### src/hdl/avr_pkg.sv
// Package for the axis-angle vector rotator: shared types, register codes and
// the fixed-point rounding and saturation helpers. No dependencies.

package avr_pkg;

   localparam int BUILD_STAGES = 5;
   localparam int BUILD_CNT_W  = $clog2(BUILD_STAGES + 1);
   localparam int ADDR_W       = 5;
   localparam logic signed [35:0] ONE_Q30 = 36'sd1073741824;

   typedef enum logic [2:0] {
      REG_SINE   = 3'd0,
      REG_COSINE = 3'd1,
      REG_AXIS_X = 3'd2,
      REG_AXIS_Y = 3'd3,
      REG_AXIS_Z = 3'd4
   } reg_index_type;

   typedef struct packed {
      logic signed [31:0] axis_z;
      logic signed [31:0] axis_y;
      logic signed [31:0] axis_x;
      logic signed [31:0] cosine;
      logic signed [31:0] sine;
   } cfg_type;

   // Rotation matrix, indexed [row][column], Q1.30 terms.
   typedef logic [2:0][2:0][31:0] mat_type;

   typedef struct packed {
      logic s1_valid;
      logic s2_valid;
   } pipe_status_type;

   function automatic logic signed [35:0] ext32(input logic signed [31:0] v);
      return {{4{v[31]}}, v};
   endfunction

   function automatic logic signed [35:0] ext34(input logic signed [33:0] v);
      return {{2{v[33]}}, v};
   endfunction

   function automatic logic signed [31:0] sat32(input logic signed [35:0] v);
      logic signed [31:0] r;
      if (v > 36'sh0_7FFF_FFFF) begin
         r = 32'sh7FFF_FFFF;
      end else if (v < -36'sh0_8000_0000) begin
         r = 32'sh8000_0000;
      end else begin
         r = v[31:0];
      end
      return r;
   endfunction

   // Round to nearest, ties toward positive infinity, then drop 30 fraction bits.
   function automatic logic signed [33:0] rnd30(input logic signed [63:0] p);
      logic signed [63:0] t;
      t = p + 64'sd536870912;
      return t[63:30];
   endfunction

   function automatic logic signed [31:0] round_sat(input logic signed [63:0] p);
      return sat32(ext34(rnd30(p)));
   endfunction

endpackage

### src/hdl/avr_csr.sv
// Configuration register file with an APB-style access port.
// Depends on avr_pkg for the register codes and the configuration struct.

module avr_csr import avr_pkg::*; (
   input  logic                clock,
   input  logic                reset,
   input  logic                csr_psel,
   input  logic                csr_penable,
   input  logic                csr_pwrite,
   input  logic [ADDR_W-1:0]   csr_paddr,
   input  logic [31:0]         csr_pwdata,
   output logic [31:0]         csr_prdata,
   output logic                csr_pready,
   output cfg_type             cfg,
   output logic                cfg_write
);

   cfg_type       cfg_ff, cfg_in;
   reg_index_type index;

   assign csr_pready = 1'b1;
   assign index      = reg_index_type'(csr_paddr[ADDR_W-1:2]);
   assign cfg_write  = csr_psel && csr_penable && csr_pwrite && csr_pready;
   assign cfg        = cfg_ff;

   always_comb begin
      cfg_in = cfg_ff;
      if (cfg_write) begin
         case (index)
            REG_SINE:   cfg_in.sine   = csr_pwdata;
            REG_COSINE: cfg_in.cosine = csr_pwdata;
            REG_AXIS_X: cfg_in.axis_x = csr_pwdata;
            REG_AXIS_Y: cfg_in.axis_y = csr_pwdata;
            REG_AXIS_Z: cfg_in.axis_z = csr_pwdata;
            default:    cfg_in = cfg_ff;
         endcase
      end
   end

   always_comb begin
      case (index)
         REG_SINE:   csr_prdata = cfg_ff.sine;
         REG_COSINE: csr_prdata = cfg_ff.cosine;
         REG_AXIS_X: csr_prdata = cfg_ff.axis_x;
         REG_AXIS_Y: csr_prdata = cfg_ff.axis_y;
         REG_AXIS_Z: csr_prdata = cfg_ff.axis_z;
         default:    csr_prdata = 32'd0;
      endcase
   end

   always_ff @(posedge clock) begin
      if (reset) begin
         cfg_ff.sine   <= 32'sd0;
         cfg_ff.cosine <= 32'sd1073741824;
         cfg_ff.axis_x <= 32'sd0;
         cfg_ff.axis_y <= 32'sd0;
         cfg_ff.axis_z <= 32'sd1073741824;
      end else begin
         cfg_ff <= cfg_in;
      end
   end

endmodule

### config.mk
export PLATFORM = sky130hd
export DESIGN_NAME = avr_csr
export DESIGN_NICKNAME = d
export VERILOG_FILES = /design/src/hdl/avr_pkg.sv /design/src/hdl/avr_csr.sv
export SDC_FILE = /design/constraint.sdc
export NUM_CORES = 1
export LEC_CHECK = 0
export ABC_CLOCK_PERIOD_IN_PS = 2000
export BUFFER_PORTS_ARGS = -buffer_cell sky130_fd_sc_hd__buf_2
export CORE_UTILIZATION = 51
export DETAILED_ROUTE_END_ITERATION = 10
export PLACE_DENSITY = 0.82
export SLEW_MARGIN = 20
export SYNTH_ARGS = -nofsm -noshare
export SYNTH_HDL_FRONTEND = slang
export SYNTH_SLANG_ARGS = --single-unit
### constraint.sdc
create_clock -name clock -period 2 [get_ports clock]
set_input_delay 0.4 -clock clock [delete_from_list [all_inputs] [get_ports clock]]
set_output_delay 0.4 -clock clock [all_outputs]
set_load 0.005 [all_outputs]
==> impl_metrics.yaml <==
power:
  p_clk_frac: 0.461
  pwr-share-seq: 0.474
  p_leak_nw: 4.93
  switching_share: 0.224
  pwr-share-comb: 0.065
  p_per_area_nw_per_um2: 727
  p_int_mw: 5.29
  p_total_mw: 6.82
  ir_worst_vdd_mv: 0.581
  switching_power_mw: 1.53
global_routing:
  grt_max_degree: 96
  grt_usage: 0.272
  grt_pass1_vias: 5749
  antenna_found_initial: 0
  grt_first_pass_wirelength_mm: 30.9
  overflow: 0
floorplan:
  num_io_pins: 236
  core_area_um2: 14000
  die_x_um: 122
  rows: 43
  dieArea_um2: 14900
  start_util: 0.527
  fp.dieH_um: 122
clock_network:
  htreeDepth: 4
  cts_setup_buffers: 0
  ctsHoldBuffers: 0
  cts.sinks: 160
  path_clk_slew_ns: 0.06
  numCtsBuffers: 17
  cts_tree: "yes"
  cts_buffer_depth: 2
  clk_latency_ns: 0.42
  clockRootBuffer: "clkbuf_16"
layout:
  syn_to_final_growth_pct: 27.3
  diodes: 0
  final_common_cell: "buf_2"
  drive_gt1_frac: 0.325
  stdcell_area_um2: 9380
  largest_reg_flops: 160
  final_util: 0.671
  finalNonFillerCells: 1096
  final_cell_mix: "231 x buf_2, 191 x mux2i_1, 190 x nand2b_1"
  nets: 945
place:
  dp_cells: 1063
  dpl.hpwl_mm: 13.4
  place_area_um2: 8750
  gp_congestion: 0.782
  pre_cts_ws_ns: 0.0237
  io_buffers: 232
synthesis:
  synth_nets: 728
  netlist_area_um2: 7370
  syn_inst: 686
  synthDistinctLibCells: 29
  synth-seq-area-share: 0.435
  avgSynthCellArea_um2: 10.7
  yosys_warnings: 0
  ys_seq_elements: 160
route:
  drt_iter0_drc: 416
  wl_mm: 20.5
  antenna_left: 0
  drt-wirelength-per-cell_um: 18.7
  drc: 0
  drt_first_pass_iters: 4
  via_count: 6028
  vias_per_cell: 5.50
run:
  max_cap_violations: 0
sta:
  fin_ws_ns: 0.0464
  period_needed_ns: 1.95
  clock.fmax_ghz: 0.512
  timing.final.crit_share: 0.977
  hold_viol_final: 0
  slew_viol_final: 0
  skew_ns: 0
  tns_ns: 0
  setup_violations: 0
  holdWs_ns: 0.281
  rsz0062_at_grt: "yes"
setup_path:
  slowest_stage: "buf_12"
  cp_max_fo: 33
  cp-start-kind: "input pin"
  cp_data_required_time_ns: 1.60
  crit_path_max_incr_delay_ns: 0.26
  crit_family: "buffers and inverters"
  critPathCaptureType: "output pin"
  path_cells: "buf_2 > buf_12 > nor3b_4 > buf_12 > o2bb2ai_1 > a221o_1 > buf_2"
  crit_type: "in -> out"
  worst-path-buf-inv: 4
  crit_arrival_ns: 1.55
hold_path:
  hold_path.class: "in -> reg"
status:
  status: "complete, no violations"
Yosys cell counts (all sizes together):
| cell type | instances | share of area |
|---|---|---|
| mux2i | 191 | 0.26 |
| nand2b | 191 | 0.16 |
| dfxtp | 160 | 0.43 |
| clkbuf | 32 | 0.016 |
| a221o | 31 | 0.042 |
| o2bb2ai | 31 | 0.037 |
| buf | 27 | 0.028 |
| nor2 | 4 | 0.0020 |
| and3 | 2 | 0.0024 |
| nand2 | 2 | 0.0010 |
| nand3b | 2 | 0.0020 |
| nor3b | 2 | 0.0027 |
| a22oi | 1 | 0.0010 |
| a31oi | 1 | 0.00085 |
| and2 | 1 | 0.00085 |
| and3b | 1 | 0.0012 |
| and4b | 1 | 0.0014 |
| conb | 1 | 0.00051 |
| inv | 1 | 0.00051 |
| mux2 | 1 | 0.0015 |
| nand3 | 1 | 0.00068 |
| nor3 | 1 | 0.00068 |
| o22ai | 1 | 0.00085 |
path summary, 6_finish.rpt:
kind | start | cells after the start | slack (ns) | endpoint
max | csr_paddr[3] | 7 | 0.05 | csr_prdata[27]
min | csr_pwdata[30] | 3 | 0.28 | cfg[158]
max reg2reg | cfg[84] | 2 | 1.29 | cfg[84]
min reg2reg | cfg[120] | 2 | 0.49 | cfg[120]
metal layers:
layer | part of all wire | vias to the layer above | global-route usage
met4 | 0.016 | 0 | 0.107
met3 | 0.057 | 23 | 0.0613
met5 | 0 | - | 0
met1 | 0.45 | 2940 | 0.339
li1 | - | 2845 | -
met2 | 0.48 | 220 | 0.454
power groups by stage:
stage	logic, mW	clock network, mW	registers, mW
after floorplan	0.260	0	3.30
after global placement	0.426	0	3.30
after detailed placement	0.429	0	3.30
after CTS	0.431	3.18	3.23
after global routing	0.473	3.32	3.23
final	0.443	3.14	3.23
cell type report:
cell class              count  area (µm²)
fillers                  1164        4610
multi-input cells         466        3880
clock buffers              24         502
well taps                 180         225
flip-flops and latches    160        3200
repair buffers            257        1490
inverters                   1        3.75
clock inverters             8        78.8
cell families after synthesis:
| logic type | after synthesis | share of synthesized area |
|---|---|---|
| other cells | 1 | 0.000509 |
| simple gates | 208 | 0.177 |
| compound gates | 65 | 0.0817 |
| mux | 192 | 0.261 |
| flops | 160 | 0.435 |
| buf+inv | 60 | 0.0447 |
worst min-delay path, cell delays in order:
cell and delay, ns:
buf_2 0.09, nor2_1 0.05, mux2i_1 0.11
what timing repair did:
item / CTS / global route
endpoints found under the setup margin: 0 / 9
resized for setup: 0 / 4
hold endpoints to repair: 0 / 0
(Power assumes the default switching activity.)
